## src/rtl/wto_pkg.sv

```systemverilog
package wto_pkg;

  // field widths fixed by the interface
  localparam int PHASE_W      = 32;
  localparam int INT_W        = 16;
  localparam int LEN_W        = 9;
  localparam int SAMPLE_W     = 8;
  localparam int FRAC_HI_W    = 8;
  localparam int IN_ADDR_W    = 9;
  localparam int OP_W         = 2;
  localparam int CFG_IDX_W    = 1;
  localparam int IN_DATA_W    = 24;
  localparam int OUT_DATA_W   = 8;

  // log2 of the wave memory depth, 2 .. 16
  localparam int TABLE_ADDR_W_DEF = 9;

  // reset values of the registers
  localparam logic [PHASE_W-1:0] PHASE_STEP_RST   = '0;
  localparam logic [LEN_W-1:0]   TABLE_LENGTH_RST = 9'd256;

  // weight of the aft sample is this minus the fraction high byte
  localparam logic [FRAC_HI_W-1:0] WEIGHT_FULL = 8'd255;

  // operation codes on in_tuser
  typedef enum logic [OP_W-1:0] {
    OP_TICK  = 2'd0,
    OP_WRITE = 2'd1,
    OP_CLEAR = 2'd2
  } op_t;

  // configuration register indexes
  localparam logic [CFG_IDX_W-1:0] CFG_PHASE_STEP   = 1'd0;
  localparam logic [CFG_IDX_W-1:0] CFG_TABLE_LENGTH = 1'd1;

  // status of the stage holding the memory read data
  typedef struct packed {
    logic                 valid;
    logic [FRAC_HI_W-1:0] frac;
  } wto_tap_t;

endpackage

```

## src/rtl/wto_interp.sv

```systemverilog
module wto_interp (
  input  logic                              clk,
  input  logic                              rst_n,
  input  wto_pkg::wto_tap_t                 tap,
  input  logic [wto_pkg::SAMPLE_W-1:0]      sample_aft,
  input  logic [wto_pkg::SAMPLE_W-1:0]      sample_fore,
  input  logic                              out_ready,
  output logic                              out_valid,
  output logic [wto_pkg::SAMPLE_W-1:0]      out_sample,
  output logic                              take
);

  localparam int PROD_W = 18;
  localparam int MIX_W  = 16;

  logic [wto_pkg::FRAC_HI_W-1:0] w_aft;
  logic signed [PROD_W-1:0]      prod_aft;
  logic signed [PROD_W-1:0]      prod_fore;
  logic signed [PROD_W-1:0]      mix;
  logic [MIX_W-1:0]              mix_lo;
  logic [wto_pkg::SAMPLE_W-1:0]  rounded;

  logic                          valid_r, valid_nxt;
  logic [wto_pkg::SAMPLE_W-1:0]  data_r, data_nxt;

  // weighted sum of the two neighbors
  assign w_aft     = wto_pkg::WEIGHT_FULL - tap.frac;
  assign prod_aft  = PROD_W'($signed(sample_aft)) *
                     $signed(PROD_W'(w_aft));
  assign prod_fore = PROD_W'($signed(sample_fore)) *
                     $signed(PROD_W'(tap.frac));
  assign mix       = prod_aft + prod_fore;
  assign mix_lo    = mix[MIX_W-1:0];

  // round on bit 7 of the low byte, keep the high byte
  assign rounded = mix_lo[MIX_W-1:wto_pkg::SAMPLE_W] +
                   wto_pkg::SAMPLE_W'(mix_lo[wto_pkg::SAMPLE_W-1]);

  // output register, free when empty or drained this cycle
  assign take = !valid_r || out_ready;

  always_comb begin
    valid_nxt = valid_r;
    data_nxt  = data_r;
    if (take) begin
      valid_nxt = tap.valid;
      data_nxt  = rounded;
    end
  end

  always_ff @(posedge clk) begin
    if (!rst_n) begin
      valid_r <= 1'b0;
    end else begin
      valid_r <= valid_nxt;
    end
  end

  always_ff @(posedge clk) begin
    data_r <= data_nxt;
  end

  assign out_valid  = valid_r;
  assign out_sample = data_r;

endmodule

```

## config.mk

```make
export PLATFORM = sky130hd
export DESIGN_NAME = wto_interp
export DESIGN_NICKNAME = d
export VERILOG_FILES = /design/src/rtl/wto_pkg.sv /design/src/rtl/wto_interp.sv
export SDC_FILE = /design/constraint.sdc
export NUM_CORES = 1
export LEC_CHECK = 0
export BUFFER_PORTS_ARGS = -buffer_cell sky130_fd_sc_hd__buf_2
export CORE_MARGIN = 1
export CORE_UTILIZATION = 60
export CTS_CLUSTER_SIZE = 30
export DETAILED_ROUTE_END_ITERATION = 12
export GPL_TIMING_DRIVEN = 0
export PLACE_DENSITY = 0.8
export SLEW_MARGIN = 15
export SYNTH_ARGS = -nofsm -noshare
export SYNTH_HDL_FRONTEND = slang
export SYNTH_SLANG_ARGS = --single-unit
```

## constraint.sdc

```tcl
create_clock -name clk -period 18.48 [get_ports clk]
set_input_delay 2.772 -clock clk [delete_from_list [all_inputs] [get_ports clk]]
set_output_delay 2.772 -clock clk [all_outputs]
set_load 0.02 [all_outputs]
```

Word-level counts from Yosys, hierarchy flattened
Index checks and enable logic that the tools add are counted.
{ "classes": {"n_addsub": 3, "reduce_logical": 2, "multipliers": 2} }
{ "ops": {"columns": ["operator", "count"], "rows": [
  ["$mul A8 B9 Y16", 2],
  ["$add A16 B16 Y16", 1],
  ["$add A8 B1 Y8", 1],
  ["$sub A8 B8 Y8 const A", 1],
  ["$logic_not A1 Y1", 1],
  ["$logic_or A1 B1 Y1", 1]
]} }
{ "word_totals": {"input_bits": 28, "elab_cells": 9, "reg_bits": 9, "output_inout_bits": 10} }

Logic depth before layout (Yosys ltp)
{ "logic_depth": {"word_depth": 4, "mapped_depth": 23, "mapped_depth_nobuf": 22} }

Worst setup path before layout
No wires, ideal clock.
{ "synth_timing": {"path_kind": "input-to-reg", "startpoint": "input tap[7] (netlist name)", "endpoint": "register data_r, in the netlist out_sample[7], data pin", "path_stages": 18, "path_buffers": 1, "slack_ns": 10.359, "arrival_time_ns": 7.863, "setup_ns": 0.258, "path_cell_list": "clkbuf_1 nand2b_1 fa_1 fa_1 fa_1 inv_1 fa_1 fa_1 inv_1 fa_1 inv_1 ha_1 a21o_2 or3_1 o22ai_1 xnor2_1 or3b_1 xnor2_1"} }
{ "synth_between": {"elab_chain_cells": 4} }
{ "synth_lines": {"columns": ["element", "line_no", "source"], "rows": [
  ["start, declared", "wto_interp.sv:4", "input wto_pkg::wto_tap_t tap,"],
  ["$sub A8 B8 Y8", "wto_interp.sv:27", "assign w_aft = wto_pkg::WEIGHT_FULL - tap.frac;"],
  ["$mul A8 B9 Y16", "wto_interp.sv:28", "assign prod_aft = PROD_W'($signed(sample_aft)) *"],
  ["$add A16 B16 Y16 *", "wto_interp.sv:32", "assign mix = prod_aft + prod_fore;"],
  ["$add A8 B1 Y8 *", "wto_interp.sv:36", "assign rounded = mix_lo[MIX_W-1:wto_pkg::SAMPLE_W] +"],
  ["named net rounded (one bit)", "wto_interp.sv:21", "logic [wto_pkg::SAMPLE_W-1:0] rounded;"],
  ["end signal, assigned", "wto_interp.sv:60", "data_r <= data_nxt;"],
  ["end, declared", "wto_interp.sv:24", "logic [wto_pkg::SAMPLE_W-1:0] data_r, data_nxt;"]
]} }
Mark *: on every way through the listed nets, which the timed path passes. The rest lies on a longest branch.
A chain may end at the register's enable or synchronous reset.

Worst setup path in the final report
{ "layout_timing": {"startpoint": "input tap[3] (netlist name)", "endpoint": "register data_r, in the netlist out_sample[6], data pin"} }
The elaborated chain is that of the path after synthesis.

==> flow_summary.json <==
{
  "number_of_nets_in_the_layout": 750,
  "crit_chain": "buf_2 -> clkbuf_1 -> nand2_1 -> fa_1 -> inv_1 -> fa_1 -> inv_1 -> fa_1 -> inv_1 -> fa_1 -> fa_1 -> inv_1 -> fa_1 -> inv_1 -> ha_1 -> a21oi_1 -> o21ai_0 -> xor2_1 -> ha_1 -> ha_1 -> nand2_1 -> nor4_1 -> xnor2_1",
  "grt_start_max_net_pins": 11,
  "port_buffers": 37,
  "timing.critical_path.max_delay_family": "adder cells",
  "drt-initial-drc-count": 90,
  "clock_sinks": 9,
  "synth_area_per_cell_um2": 9.37,
  "timing.final.crit_share": 0.470,
  "synth-edff-count": 8,
  "timing.final.hold_violations": 0,
  "synthesis.nets": 708,
  "slowest_stage": "sky130_fd_sc_hd__fa_1",
  "die_x_um": 92.0,
  "worst_ep_arrival_time_ns": 8.65,
  "final-setup-viol-count": 0,
  "setup.worst_path.start_class": "input port",
  "dp_hpwl_um": 8710,
  "timing_worst_slew_pin_value_ns": 0.571,
  "syn-instance-count": 518,
  "regToRegSetupSlack_ns": 17.50,
  "fin_setup_tns_ns": 0,
  "first_pass_iters": 4,
  "timing.critical_path.depth": 23,
  "nFillCells": 651,
  "rows": 32,
  "clock_path_buffers": 2,
  "crit_path_category": "input port to flip-flop",
  "detail_route.drc_violations": 0,
  "max_clk_rate_ghz": 0.115,
  "hp-class": "flip-flop to flip-flop",
  "run_status": "finished clean",
  "ys_async_sr_fraction": 0,
  "timing.max_cap.violations": 0,
  "yosys_warnings": 0,
  "drv_slew": 0,
  "cts_root_buf": "sky130_fd_sc_hd__clkbuf_8",
  "timing.hold.worst.start": "out_valid$_SDFFE_PN0P_",
  "placeableCoreArea_um2": 7770,
  "syn_area_um2": 4850,
  "overflow": 0,
  "slowest_delay_ns": 0.56,
  "antenna_found_initial": 0,
  "yosysSeqAreaShare": 0.0536,
  "cts-buffers-inserted": 3,
  "critical_path_buf_inv_count": 7,
  "gp_congestion": 0.863,
  "ys_top_cells_by_count": "134 x sky130_fd_sc_hd__inv_1, 97 x sky130_fd_sc_hd__fa_1, 65 x sky130_fd_sc_hd__ha_1",
  "timing.critical_path.to_type": "flip-flop",
  "clk-insertion-delay-late_ns": 0.23,
  "globalRouteTotalUtil": 0.263,
  "drive_above_1_share": 0.0841,
  "cts_setup_buffers": 0,
  "postRouteAntennaNets": 0,
  "critPathMaxFanout": 10,
  "antenna-diode-count": 0,
  "rsz0062_at_grt": "false",
  "tritoncts_clock_tree": "built",
  "worst_setup_path_startpoint": "tap[3]",
  "clkTransAtPathRegs_ns": 0.04,
  "yosys.cell_count.top_type": "sky130_fd_sc_hd__inv_1",
  "postCtsHoldBufs": 0,
  "synth-seq-cells": 9,
  "path_common_cell": "sky130_fd_sc_hd__fa_1",
  "worst_r2r_startpoint": "out_valid$_SDFFE_PN0P_",
  "vias": 3453,
  "synth.distinct_cells": 36,
  "synth_top_cells_by_area": "sky130_fd_sc_hd__fa_1 40%, sky130_fd_sc_hd__ha_1 17%, sky130_fd_sc_hd__inv_1 10%",
  "synth_top_cell_area_share": 0.400,
  "vias_in_the_first_global_route": 3837,
  "start_util": 0.625,
  "detail_route.vias_per_cell": 5.22,
  "worstPathRequired_ns": 18.45,
  "die-area_um2": 8450,
  "timing.rr.end": "out_sample[5]$_DFFE_PP_",
  "layout_min_cycle_time_ns": 8.68,
  "route.final.wire_length_um": 9880,
  "clock-skew-final_ns": 0.00447,
  "synth_largest_area_cell": "sky130_fd_sc_hd__fa_1",
  "timing.slew.headroom": 0.620,
  "area.growth.synth_to_final_pct": 7.37,
  "critPathCapture": "out_sample[6]$_DFFE_PP_",
  "die-height_um": 92.0,
  "design.portCount": 38,
  "grt_first_pass_wirelength_um": 17600,
  "cts-htree-levels": 1,
  "worst_case_reg_to_reg_path_depth": 1,
  "synth_top_flop_cell": "sky130_fd_sc_hd__edfxtp_1",
  "wl_per_cell_um": 14.9,
  "cts_repair_resize_count": 0
}
==> kinds of logic (layout without fill, tap and decap cells) <==
| kind of cell | Yosys count | in the layout | share of synthesized area |
|---|---|---|---|
| compound gates | 28 | 28 | 0.0436 |
| simple gates | 150 | 150 | 0.180 |
| buf+inv | 145 | 186 | 0.112 |
| xor+xnor | 24 | 24 | 0.0433 |
| flops | 9 | 9 | 0.0536 |
| fa+ha+maj | 162 | 162 | 0.568 |
==> worst min path at each step <==
stage / end / slack, ns / depth (start not counted)
3_5_place_dp: out_sample[1]$_DFFE_PP_ / 0.81 / 1
2_1_floorplan: out_valid$_SDFFE_PN0P_ / 0.95 / 2
6_report: out_sample[1]$_DFFE_PP_ / 0.82 / 1
4_1_cts: out_sample[1]$_DFFE_PP_ / 0.82 / 1
3_3_place_gp: out_valid$_SDFFE_PN0P_ / 0.77 / 2
5_1_grt: out_sample[1]$_DFFE_PP_ / 0.86 / 1
==> through the flow <==
stage | utilization | hold slack (ns) | std cells | cell area [um2] | setup WS, ns
6_report | 0.671 | 0.823 | 661 | 5210 | 9.80
5_1_grt | 0.671 | 0.863 | 661 | 5210 | 9.44
4_1_cts | 0.671 | 0.817 | 661 | 5210 | 9.80
3_5_place_dp | 0.665 | 0.812 | 657 | 5170 | 9.61
3_3_place_gp | 0.665 | 0.766 | 657 | 5170 | 9.68
2_1_floorplan | - | 0.953 | 518 | 4850 | 10.36
==> per-layer routing <==
metal | GRT usage | up-vias | part of all wire
li1 | - | 1620 | -
met1 | 0.348 | 1751 | 0.44
met5 | 0 | - | 0
met3 | 0.0133 | 16 | 0.027
met4 | 0.0482 | 0 | 0.018
met2 | 0.481 | 66 | 0.52
==> area by class of cell <==
type | instances | area, um2 | area share
multi-input combinational | 364 | 4050 | 0.777
inverter | 134 | 503 | 0.0965
sequential | 9 | 260 | 0.0499
timing repair buffer | 37 | 185 | 0.0355
tap | 102 | 128 | 0.0245
clock buffer | 4 | 45.0 | 0.00864
buffer | 11 | 42.5 | 0.00816
==> state kept, by name (all words and copies together) (netlist names) <==
| signal | cells |
|---|---|
| out_valid | 1 |
| out_sample | 8 |
==> cells in the final DEF, fill, tap and decap left out, drive strengths merged <==
master     n
inv      134
fa        97
ha        65
and2      44
nor2b     41
buf       37
nand2b    25
nand2     23
xnor2     18
clkbuf    15
edfxtp     8
a21oi      7
nor2       6
xor2       6
o21ai      5
o22ai      4
nand3      3
nand4      3
o211ai     2
a21o       2
o22a       1
o2bb2ai    1
a221oi     1
a211oi     1
a41oi      1
o21a       1
or3        1
or3b       1
or2        1
nor4       1
o21bai     1
nor3b      1
a21boi     1
dfxtp      1
Power is not shown: default switching activity piles up to over one toggle a cycle in this logic, so the estimate is an artifact.
