[src/rtl/wto_pkg.sv]
package wto_pkg;

  // field widths fixed by the interface
  localparam int PHASE_W      = 32;
  localparam int INT_W        = 16;
  localparam int LEN_W        = 9;
  localparam int SAMPLE_W     = 8;
  localparam int FRAC_HI_W    = 8;
  localparam int IN_ADDR_W    = 9;
  localparam int OP_W         = 2;
  localparam int CFG_IDX_W    = 1;
  localparam int IN_DATA_W    = 24;
  localparam int OUT_DATA_W   = 8;

  // log2 of the wave memory depth, 2 .. 16
  localparam int TABLE_ADDR_W_DEF = 9;

  // reset values of the registers
  localparam logic [PHASE_W-1:0] PHASE_STEP_RST   = '0;
  localparam logic [LEN_W-1:0]   TABLE_LENGTH_RST = 9'd256;

  // weight of the aft sample is this minus the fraction high byte
  localparam logic [FRAC_HI_W-1:0] WEIGHT_FULL = 8'd255;

  // operation codes on in_tuser
  typedef enum logic [OP_W-1:0] {
    OP_TICK  = 2'd0,
    OP_WRITE = 2'd1,
    OP_CLEAR = 2'd2
  } op_t;

  // configuration register indexes
  localparam logic [CFG_IDX_W-1:0] CFG_PHASE_STEP   = 1'd0;
  localparam logic [CFG_IDX_W-1:0] CFG_TABLE_LENGTH = 1'd1;

  // status of the stage holding the memory read data
  typedef struct packed {
    logic                 valid;
    logic [FRAC_HI_W-1:0] frac;
  } wto_tap_t;

endpackage

[src/rtl/wto_phase.sv]
module wto_phase #(
  parameter int ADDR_W = wto_pkg::TABLE_ADDR_W_DEF
) (
  input  logic                            clk,
  input  logic                            rst_n,
  input  logic                            tick_acc,
  input  logic                            clear_acc,
  input  logic                            take,
  input  logic                            cfg_we,
  input  logic [wto_pkg::CFG_IDX_W-1:0]   cfg_idx,
  input  logic [wto_pkg::PHASE_W-1:0]     cfg_wdata,
  output logic [ADDR_W-1:0]               addr_aft,
  output logic [ADDR_W-1:0]               addr_fore,
  output wto_pkg::wto_tap_t               tap
);

  logic [wto_pkg::PHASE_W-1:0]   phase_r, phase_nxt;
  logic [wto_pkg::PHASE_W-1:0]   step_r, step_nxt;
  logic [wto_pkg::LEN_W-1:0]     len_r, len_nxt;
  logic                          valid_r, valid_nxt;
  logic [wto_pkg::FRAC_HI_W-1:0] frac_r, frac_nxt;

  logic [wto_pkg::PHASE_W-1:0]   phase_sum;
  logic [wto_pkg::INT_W-1:0]     ip_raw;
  logic [wto_pkg::INT_W-1:0]     len_ext;
  logic [wto_pkg::INT_W-1:0]     ip;

  // configuration registers
  always_comb begin
    step_nxt = step_r;
    len_nxt  = len_r;
    if (cfg_we) begin
      unique case (cfg_idx)
        wto_pkg::CFG_PHASE_STEP:   step_nxt = cfg_wdata;
        wto_pkg::CFG_TABLE_LENGTH: len_nxt  = cfg_wdata[wto_pkg::LEN_W-1:0];
        default:                   step_nxt = step_r;
      endcase
    end
  end

  // advance and single wrap of the integer part
  assign phase_sum = phase_r + step_r;
  assign ip_raw    = phase_sum[wto_pkg::PHASE_W-1:wto_pkg::PHASE_W-wto_pkg::INT_W];
  assign len_ext   = wto_pkg::INT_W'(len_r);
  assign ip        = (ip_raw >= len_ext) ? (ip_raw - len_ext) : ip_raw;

  always_comb begin
    phase_nxt = phase_r;
    if (clear_acc) begin
      phase_nxt = '0;
    end else if (tick_acc) begin
      phase_nxt = {ip, phase_sum[wto_pkg::PHASE_W-wto_pkg::INT_W-1:0]};
    end
  end

  // read addresses, the fore index wraps at the memory depth
  assign addr_aft  = ip[ADDR_W-1:0];
  assign addr_fore = addr_aft + ADDR_W'(1);

  // tap stage tracks the word sitting in the memory read registers
  always_comb begin
    frac_nxt  = frac_r;
    valid_nxt = valid_r;
    if (tick_acc) begin
      frac_nxt  = phase_sum[wto_pkg::PHASE_W-wto_pkg::INT_W-1:
                            wto_pkg::PHASE_W-wto_pkg::INT_W-wto_pkg::FRAC_HI_W];
      valid_nxt = 1'b1;
    end else if (take) begin
      valid_nxt = 1'b0;
    end
  end

  always_ff @(posedge clk) begin
    if (!rst_n) begin
      phase_r <= '0;
      step_r  <= wto_pkg::PHASE_STEP_RST;
      len_r   <= wto_pkg::TABLE_LENGTH_RST;
      valid_r <= 1'b0;
    end else begin
      phase_r <= phase_nxt;
      step_r  <= step_nxt;
      len_r   <= len_nxt;
      valid_r <= valid_nxt;
    end
  end

  always_ff @(posedge clk) begin
    frac_r <= frac_nxt;
  end

  assign tap.valid = valid_r;
  assign tap.frac  = frac_r;

  // a clear leaves the phase at zero
  a_clear_zero: assert property (@(posedge clk) disable iff (!rst_n)
    clear_acc |=> (phase_r == '0))
    else $error("phase not cleared");

  // the stored integer part never exceeds what one wrap can leave
  a_tick_wrap: assert property (@(posedge clk) disable iff (!rst_n)
    (tick_acc && (ip_raw >= len_ext)) |=>
      (phase_r[wto_pkg::PHASE_W-1:wto_pkg::PHASE_W-wto_pkg::INT_W] ==
       $past(ip_raw) - $past(len_ext)))
    else $error("phase wrap wrong");

endmodule

[config.mk]
export PLATFORM = sky130hd
export DESIGN_NAME = wto_phase
export DESIGN_NICKNAME = d
export VERILOG_FILES = /design/src/rtl/wto_pkg.sv /design/src/rtl/wto_phase.sv
export SDC_FILE = /design/constraint.sdc
export NUM_CORES = 1
export LEC_CHECK = 0
export ABC_AREA = 0
export BUFFER_PORTS_ARGS = -buffer_cell sky130_fd_sc_hd__buf_2
export CAP_MARGIN = 20
export CORE_UTILIZATION = 40
export CTS_CLUSTER_SIZE = 14
export DETAILED_ROUTE_END_ITERATION = 8
export PLACE_DENSITY = 0.66
export RECOVER_POWER = 50
export SLEW_MARGIN = 10
export SYNTH_ARGS = -nofsm -noshare
export SYNTH_HDL_FRONTEND = slang
export SYNTH_SLANG_ARGS = --single-unit
export TNS_END_PERCENT = 50
[constraint.sdc]
create_clock -name clk -period 6 [get_ports clk]
set_input_delay 1.2 -clock clk [delete_from_list [all_inputs] [get_ports clk]]
set_output_delay 1.2 -clock clk [all_outputs]
set_load 0.005 [all_outputs]
Yosys cells after proc, flatten, opt, wreduce, memory -nomap -nowiden
Cells that the tools add are included.
{"block": "word_totals", "output_inout_bits": 27, "regBits": 82, "wordCells": 18}
{"block": "op_classes", "magnitude_cmp": 1, "muxes": 3, "n_reduce_logical": 4, "bitwise": 2, "n_addsub": 3}
{"cell": "$add A32 B32 Y32", "n": 1}
{"cell": "$ge A16 B9 Y1", "n": 1}
{"cell": "$mux W16", "n": 1}
{"cell": "$sub A16 B9 Y16", "n": 1}
{"cell": "$add A9 B1 Y9 const B", "n": 1}
{"cell": "$reduce_and A2 Y1", "n": 2}
{"cell": "$mux W1", "n": 2}
{"cell": "$not A1 Y1", "n": 2}
{"cell": "$reduce_bool A2 Y1", "n": 1}
{"cell": "$reduce_or A2 Y1", "n": 1}

Depth between registers and ports, before layout
Gate-level depths: netlist of run 1.
{"block": "logic_depth", "word_depth": 4, "depth_mapped": 21, "mapped_depth_nobuf": 19}

Worst setup path before layout of run 1
Ideal clock, no wire load.
{"block": "synth_path", "kind": "flip-flop to output port", "startpoint": "register phase_r[0] (netlist bit)", "endpoint": "output addr_aft[2]", "required_ns": 4.800, "path_stages_with_launch": 21, "slack_ns": 0.483, "arrival_ns": 4.317, "n_path_buf": 2, "path_cell_list": "dfxtp_1 > ha_1 > fa_1 > a21oi_1 > o211ai_1 > o2111ai_1 > nand2_1 > a21oi_1 > xnor2_1 > ha_1 > nor2b_1 > o21ai_0 > a21boi_0 > o21ai_0 > a21oi_1 > o21ai_0 > o21ai_0 > nor3_4 > buf_6 > mux2_1 > buf_4"}
{"block": "synth_via", "elab_chain_len": 3}
{"element": "start, declared", "line": "wto_phase.sv:17", "source": "logic [wto_pkg::PHASE_W-1:0] phase_r, phase_nxt;"}
{"element": "start signal, assigned", "line": "wto_phase.sv:80", "source": "phase_r <= phase_nxt;"}
{"element": "$add A32 B32 Y32 *", "line": "wto_phase.sv:42", "source": "assign phase_sum = phase_r + step_r;"}
{"element": "$sub A16 B9 Y16 / $ge A16 B9 Y1 (equally long branches)", "line": "wto_phase.sv:45", "source": "assign ip = (ip_raw >= len_ext) ? (ip_raw - len_ext) : ip_raw;"}
{"element": "$mux W16 *", "line": "wto_phase.sv:45"}
{"element": "end, declared", "line": "wto_phase.sv:12", "source": "output logic [ADDR_W-1:0] addr_aft,"}
Every way passes the cells marked *; elsewhere a longest branch is shown, timed or not.

Worst setup path in the final report of run 1
{"block": "layout_path", "startpoint": "register phase_r[0] (netlist bit)", "endpoint": "output addr_fore[7]"}
{"block": "layout_via", "elab_chain_len": 4}
{"element": "$add A32 B32 Y32 *", "line": "wto_phase.sv:42"}
{"element": "$sub A16 B9 Y16 / $ge A16 B9 Y1 (equally long branches)", "line": "wto_phase.sv:45"}
{"element": "$mux W16 *", "line": "wto_phase.sv:45"}
{"element": "$add A9 B1 Y9 *", "line": "wto_phase.sv:58", "source": "assign addr_fore = addr_aft + ADDR_W'(1);"}
{"element": "end, declared", "line": "wto_phase.sv:13", "source": "output logic [ADDR_W-1:0] addr_fore,"}
Marks and branches as above.

==> summary.txt, run 1 <==
Synth
  • Asr flop ratio synth: 0%
  • Synth Area per Inst: 7.96 um2
  • Synth Instances: 738
  • Sequential area share after synthesis: 29.3%
  • Post-Syn Nets: 819
  • Yosys reg bits: 82
  • Yosys cell types: 61
  • Post-synth design cell area: 5880 um2
  • Post-synth top flop: dfxtp_1
  • YS warnings: 0
  • Post-synth EDFFs: 8

Finish
  • Most frequent cells in the layout: nand2_1 (116), dfxtp_1 (74), nor2_1 (64)
  • Ratio of cells with drive above 1 in the final layout: 19.2%
  • Design Area, Final: 6930 um2
  • Final net count: 883
  • Fillcell total: 1387
  • Non-Filler Instances: 987
  • Final core occ: 49.2%
  • Synth-to-Final Area Change: 18.0%
  • Most common cell after layout, fill and taps aside: nand2_1
  • Ant diodes: 0

CTS
  • CTS tree: done
  • TritonCTS Buffers: 9
  • Root buffer cell: clkbuf_16
  • Clk pin slew, worst setup/hold paths: 0.06 ns
  • Buffer levels on the longest clock path: 2
  • Worst skew pair latency: 0.36 ns
  • H-tree levels: 3
  • Clk sinks: 82

Worst setup path
  • Worst path required time: 4.80 ns
  • Critical path depth: 19
  • CP most frequent cell: a21oi_2
  • CP max-delay cell: or4b_4
  • Critical Path AT: 4.64 ns
  • Crit path largest cell delay: 0.52 ns
  • Crit-path cells: ha_1, fa_2, a21oi_2, o211ai_1, a21oi_2, a21boi_4, a21oi_2, o21ai_1, a21oi_2, xnor2_2, ha_2, nor2b_1, mux2i_1, or4b_4, nor3_4, buf_12, mux2_2, xnor2_1, buf_2
  • Worst r2r src: phase_r[0]$_SDFFE_PP0P_
  • Worst setup EP type: output pin
  • Startpoint Class: flip-flop
  • Worst R2R Setup Slack: 1.44 ns
  • WP buf/inv: 2
  • R2R depth: 21
  • Critical path class: flip-flop to output pin
  • Worst flop-to-flop path endpoint: phase_r[26]$_SDFFE_PP0P_
  • Largest fanout on the critical path: 9
  • Critical path's top delay family: compound AO/OA/AOI/OAI gates

STA
  • Tcrit/Tclk final: 97.3%
  • Max-slew headroom: -81.3%
  • Worst slew pin tran: 2.72 ns
  • RSZ-0062 raised after global routing: true
  • Final Critical Period: 5.84 ns
  • Final hold violations: 0
  • Max Clock Skew: 0.00810 ns
  • Max Freq: 171 MHz
  • Final Setup Violations: 0
  • Max-slew violations: 96
  • Final hold slack: 0.471 ns

Route
  • Initial DRC Count: 344
  • DR vias: 5385
  • Drt total wl: 16000 um
  • Via-per-instance ratio: 5.46
  • Highest metal used: met4
  • Remaining DRCs: 0
  • Routed length on met1: 7980 um
  • Wire per inst: 16.2 um
  • Met2 wire length: 6700 um
  • Routed length on met3: 814 um
  • Post-DRT Antenna Nets: 0
  • Router iterations before antenna repair: 5

Hold path
  • Hold Crit Depth: 2
  • Tightest Hold Check Type: flip-flop to flip-flop
  • Hold path start: len_r[4]$_SDFFE_PN0P_
  • Min-Delay Endpoint: len_r[4]$_SDFFE_PN0P_

Global route
  • Pin count of the biggest net entering global routing: 51
  • Number of global-route vias before repair: 4927
  • First-pass GRT wire length: 25800 um
  • Gr usage total: 22.5%
  • Initial antenna violation count: 0
  • GRT overflow: 0

Pwr
  • Max VDD drop: 0.177 mV
  • Pwr Density: 248 nW/um2
  • Lkg Pwr: 3.05 nW

Run status
  • Failing checks: max-capacitance violations, max-slew violations
  • Outcome: complete, but fails checks

Floorplanning
  • IO Pins: 66
  • Starting Density: 41.7%
  • Row count: 43
  • Die Height: 123 um
  • Die Area: 15200 um2
  • Die Wd: 123 um
  • Area of the core: 14100 um2

Placement
  • Cells after DPL: 953
  • Port buffer count: 65
  • Detail Placement HPWL: 11900 um
  • DP Area: 6320 um2
  • RePlAce Congestion: 0.962

Run
  • Max Cap Violations: 2
[where the power goes]
group	switching (W)	internal [W]	total (W)
Sequential	0.0000164	0.000580	0.000596
Clock	0.000226	0.000318	0.000544
Combinational	0.000300	0.000281	0.000580
[kinds of logic (layout without fill, tap and decap cells)]
| kind of cell | count (synthesis) | after routing | synth area share [%] |
|---|---|---|---|
| simple gates | 263 | 263 | 20.7 |
| compound gates | 210 | 210 | 23.7 |
| fa+ha+maj | 42 | 42 | 9.20 |
| mux | 30 | 30 | 5.30 |
| xor+xnor | 43 | 43 | 6.41 |
| flops | 82 | 82 | 29.3 |
| buf+inv | 68 | 137 | 5.43 |
[worst max-delay path by stage]
| stage | startpoint | to | slack, ns |
|---|---|---|---|
| 6_report | phase_r[0]$_SDFFE_PP0P_ | addr_fore[7] | 0.16 |
| 5_1_grt | phase_r[0]$_SDFFE_PP0P_ | addr_fore[2] | -0.04 |
| 4_1_cts | phase_r[0]$_SDFFE_PP0P_ | addr_fore[1] | 0.003 |
| 3_5_place_dp | phase_r[0]$_SDFFE_PP0P_ | addr_aft[2] | 0.04 |
| 3_3_place_gp | phase_r[0]$_SDFFE_PP0P_ | addr_aft[2] | 0.18 |
| 2_1_floorplan | phase_r[0]$_SDFFE_PP0P_ | addr_aft[2] | 0.48 |
[registers in the layout (all words and copies together) (netlist names)]
| register | cells |
|---|---|
| valid_r | 1 |
| step_r | 32 |
| len_r | 9 |
| phase_r | 32 |
| frac_r | 8 |
[layout make-up]
cell class / count / area, um2 / share of cell area [%]
tap: 180 / 225 / 3.25
clock buffer: 13 / 272 / 3.92
multi-input combinational: 588 / 4010 / 57.8
sequential: 82 / 1720 / 24.8
clock inverter: 3 / 21.3 / 0.307
timing repair buffer: 97 / 594 / 8.57
inverter: 24 / 90.1 / 1.30
[stage by stage]
stage,setup slack (ns),power (W),setup TNS [ns]
after floorplan,0.483,0.000970,0
after global placement,0.176,0.00111,0
after detailed placement,0.0373,0.00110,0
after CTS,0.00301,0.00168,0
after global routing,-0.0359,0.00182,-0.0982
final,0.163,0.00172,0
[tightest hold or removal path: stages (launching register included)]
cell      delay, ns
dfxtp_1        0.31
nand2_1        0.05
a21boi_0       0.06
[Yosys cell counts, types with 3 or more instances]
library cell	count	area share (%)
nand4_1	7	0.75
o21ai_0	35	3.0
a211oi_1	5	0.64
o21ai_1	4	0.34
dfxtp_1	74	25
a21boi_0	44	5.6
nor3_1	12	1.0
mux2_2	8	1.5
a31oi_1	4	0.43
inv_1	24	1.5
buf_4	10	1.3
nand3_1	11	0.94
nand2b_1	4	0.43
o211ai_1	12	1.5
buf_1	3	0.19
xor2_1	14	2.1
edfxtp_1	8	4.1
buf_6	3	0.57
nor3b_1	5	0.64
o21a_1	16	2.0
a21o_1	17	2.2
a21oi_1	48	4.1
buf_2	3	0.26
ha_1	40	8.5
nor2b_1	7	0.75
and4_1	3	0.45
xnor2_1	29	4.3
and2_1	10	1.1
nand2_1	117	7.5
o31ai_1	3	0.38
clkbuf_1	25	1.6
nor2_1	65	4.2
and3_1	8	0.85
mux2i_1	21	3.6
o21bai_1	5	0.64
[metal layers]
layer  vias to the layer above  global-route usage (%)
li1                       2729                       -
met1                      2462                    32.0
met2                       158                    33.2
met3                        36                    3.74
met4                         0                    9.56
met5                         -                       0
[timing repair]
| action | in CTS | in global routing |
|---|---|---|
| hold buffers | 0 | 0 |
| gates resized for setup | 10 | 39 |
| pin swaps | 11 | 16 |
| setup endpoints to repair | 18 | 18 |
| cloned | 1 | 0 |
| buffers inserted | 6 | 11 |
Note: power is estimated with default switching activity, not from simulation.
==> inputs of run 2 (changes only) <==
--- a/config.mk
+++ b/config.mk
@@ -8,10 +8,13 @@
 export ABC_AREA = 0
 export BUFFER_PORTS_ARGS = -buffer_cell sky130_fd_sc_hd__buf_2
 export CAP_MARGIN = 20
-export CORE_UTILIZATION = 40
+export CELL_PAD_IN_SITES_DETAIL_PLACEMENT = 1
+export CELL_PAD_IN_SITES_GLOBAL_PLACEMENT = 1
+export CORE_UTILIZATION = 44
 export CTS_CLUSTER_SIZE = 14
 export DETAILED_ROUTE_END_ITERATION = 8
-export PLACE_DENSITY = 0.66
+export HOLD_SLACK_MARGIN = 0.08
+export PLACE_DENSITY = 0.88
 export RECOVER_POWER = 50
 export SLEW_MARGIN = 10
 export SYNTH_ARGS = -nofsm -noshare
==> summary.txt, run 2 (same netlist as run 1, synthesis figures left out) <==
Finish
  • Ant diodes: 0 (unchanged)
  • Fillcell total: 1548 (was 1387)
  • Most frequent cells in the layout: nand2_1 (115), dfxtp_1 (71), nor2_1 (63) (was nand2_1 (116), dfxtp_1 (74), nor2_1 (64))
  • Final net count: 896 (was 883)
  • Ratio of cells with drive above 1 in the final layout: 23.4% (was 19.2%)
  • Synth-to-Final Area Change: 23.2% (was 18.0%)
  • Most common cell after layout, fill and taps aside: nand2_1 (unchanged)
  • Biggest registers after layout: phase_r: 32 flops, step_r: 32 flops, len_r: 9 flops (unchanged)
  • Design Area, Final: 7240 um2 (was 6930 um2)

Floorplanning
  • Die Area: 13800 um2 (was 15200 um2)
  • Die Height: 118 um (was 123 um)
  • Area of the core: 12800 um2 (was 14100 um2)
  • Starting Density: 45.8% (was 41.7%)
  • Die Wd: 118 um (was 123 um)
  • Row count: 41 (was 43)
  • IO Pins: 66 (unchanged)

Global route
  • First-pass GRT wire length: 32400 um (was 25800 um)
  • GRT overflow: 0 (unchanged)
  • Gr usage total: 29.8% (was 22.5%)
  • Number of global-route vias before repair: 6026 (was 4927)
  • Initial antenna violation count: 0 (unchanged)
  • Pin count of the biggest net entering global routing: 50 (was 51)

CTS
  • H-tree levels: 3 (unchanged)
  • TritonCTS Buffers: 9 (unchanged)
  • Root buffer cell: clkbuf_16 (unchanged)
  • Worst skew pair latency: 0.36 ns (about the same)
  • Clk pin slew, worst setup/hold paths: 0.08 ns (was 0.06 ns)
  • Buffer levels on the longest clock path: 2 (unchanged)
  • Hold buffers post-CTS: 0 (unchanged)
  • Clk sinks: 82 (unchanged)
  • CTS tree: done (unchanged)

STA
  • Final hold violations: 0 (unchanged)
  • Max-slew violations: 95 (was 96)
  • Final Setup Violations: 18 (was 0)
  • Max Freq: 159 MHz (was 171 MHz)
  • Setup TNS: -2.59 ns (was 0 ns)
  • Max-slew headroom: -89.7% (was -81.3%)
  • Worst setup margin: -0.307 ns (was 0.163 ns)
  • Final hold slack: 0.482 ns (was 0.471 ns)
  • Tcrit/Tclk final: 105% (was 97.3%)
  • Final Critical Period: 6.31 ns (was 5.84 ns)
  • RSZ-0062 raised after global routing: true (unchanged)
  • Worst slew pin tran: 2.85 ns (was 2.72 ns)
  • Max Clock Skew: 0.0116 ns (was 0.00810 ns)

Placement
  • DP Area: 6300 um2 (was 6320 um2)
  • Port buffer count: 65 (unchanged)
  • Detail Placement HPWL: 14200 um (was 11900 um)
  • RePlAce Congestion: 0.988 (was 0.962)
  • Post-place setup slack: -0.175 ns (was 0.0373 ns)

Pwr
  • Psw: 0.000689 W (was 0.000542 W)
  • Internal power: 0.00124 W (was 0.00118 W)
  • Sw Share: 35.7% (was 31.5%)
  • Clock network fraction of total power: 29.9% (was 31.6%)
  • Comb power frac: 39.1% (was 33.7%)
  • Pwr Density: 267 nW/um2 (was 248 nW/um2)
  • Max VDD drop: 0.227 mV (was 0.177 mV)
  • Seq pwr share: 31.0% (was 34.6%)
  • Lkg Pwr: 3.17 nW (was 3.05 nW)

Route
  • Highest metal used: met4 (unchanged)
  • Wire per inst: 23.7 um (was 16.2 um)
  • Post-DRT Antenna Nets: 0 (unchanged)
  • Initial DRC Count: 532 (was 344)
  • Via-per-instance ratio: 6.26 (was 5.46)
  • Met2 wire length: 11300 um (was 6700 um)
  • Drt total wl: 23500 um (was 16000 um)
  • Routed length on met3: 1680 um (was 814 um)
  • DR vias: 6205 (was 5385)
  • Remaining DRCs: 0 (unchanged)
  • Router iterations before antenna repair: 4 (was 5)
  • Routed length on met1: 9430 um (was 7980 um)

Worst setup path
  • Startpoint Class: flip-flop (unchanged)
  • Critical Path AT: 5.11 ns (was 4.64 ns)
  • Worst path required time: 4.80 ns (about the same)
  • Worst setup EP type: output pin (unchanged)
  • Critical path class: flip-flop to output pin (unchanged)
  • Largest fanout on the critical path: 4 (was 9)

Run status
  • Failing checks: max-capacitance violations, max-slew violations, negative setup slack (was max-capacitance violations, max-slew violations)
  • Outcome: complete, but fails checks (unchanged)

Run
  • Max Cap Violations: 2 (unchanged)

Hold path
  • Tightest Hold Check Type: flip-flop to flip-flop (unchanged)
run 2: path summary, 6_finish.rpt:
check	cells past startpoint	slack [ns]	startpoint	to
worst max-delay path	24	-0.31	phase_r[0]$_SDFFE_PP0P_	addr_fore[3]
worst min-delay path	2	0.48	step_r[24]$_SDFFE_PN0P_	step_r[24]$_SDFFE_PN0P_
worst max register to register	20	0.96	phase_r[3]$_SDFFE_PP0P_	phase_r[31]$_SDFFE_PP0P_
worst min register to register	2	0.48	step_r[24]$_SDFFE_PN0P_	step_r[24]$_SDFFE_PN0P_
run 2: worst max-delay path, cell delays in order (launching register included):
cell and delay (ns):
dfxtp_4 0.37, ha_4 0.17, fa_2 0.37, a21oi_4 0.19
o211ai_1 0.24, a21oi_2 0.27, a21boi_4 0.11, xnor2_2 0.26
ha_2 0.29, fa_2 0.24, nor2b_1 0.06, o21ai_2 0.17
a21boi_2 0.09, o21ai_2 0.16, a21oi_2 0.10, o21ai_2 0.20
o21ai_1 0.09, buf_4 0.19, nor3_4 0.28, buf_12 0.18
buf_12 0.12, buf_6 0.10, nor2_1 0.07, a21oi_1 0.24
buf_2 0.19
run 2: power by group through the flow:
stage	Combinational, W	Clock [W]	Sequential (W)
final	0.000755	0.000576	0.000599
after global routing	0.000787	0.000604	0.000600
after CTS	0.000595	0.000568	0.000596
after detailed placement	0.000509	0	0.000609
after global placement	0.000492	0	0.000607
after floorplan	0.000369	0	0.000602
run 2: layout make-up:
cell class / count / area (um2) / area share, %
clock buffers: 10 / 239 / 3.30
clock inverters: 6 / 56.3 / 0.778
inverters: 24 / 90.1 / 1.24
multi-input cells: 588 / 4140 / 57.2
flip-flops and latches: 82 / 1730 / 23.9
well taps: 172 / 215 / 2.97
repair buffers: 110 / 767 / 10.6
run 2: repair_timing:
item                                    4_1_cts  5_1_grt
buffers inserted                             15       15
endpoints found under the hold margin         0        0
gates resized for setup                      36       58
pin swaps                                    23       21
endpoints found under the setup margin       18       18
gates cloned                                  1        0
run 2: metrics by stage:
| step | total power, W | instances | utilization [%] |
|---|---|---|---|
| global placement | 0.00110 | 944 | 49.1 |
| finish | 0.00193 | 992 | 56.4 |
| floorplan | 0.000970 | 738 | - |
| global route | 0.00199 | 992 | 56.4 |
| detailed placement | 0.00112 | 944 | 49.1 |
| CTS | 0.00176 | 976 | 53.6 |
run 2: layer usage:
metal	vias to the layer above	track usage, %
met2	331	50.7
met1	3040	38.1
met4	0	12.0
met5	-	0
li1	2739	-
met3	95	3.83
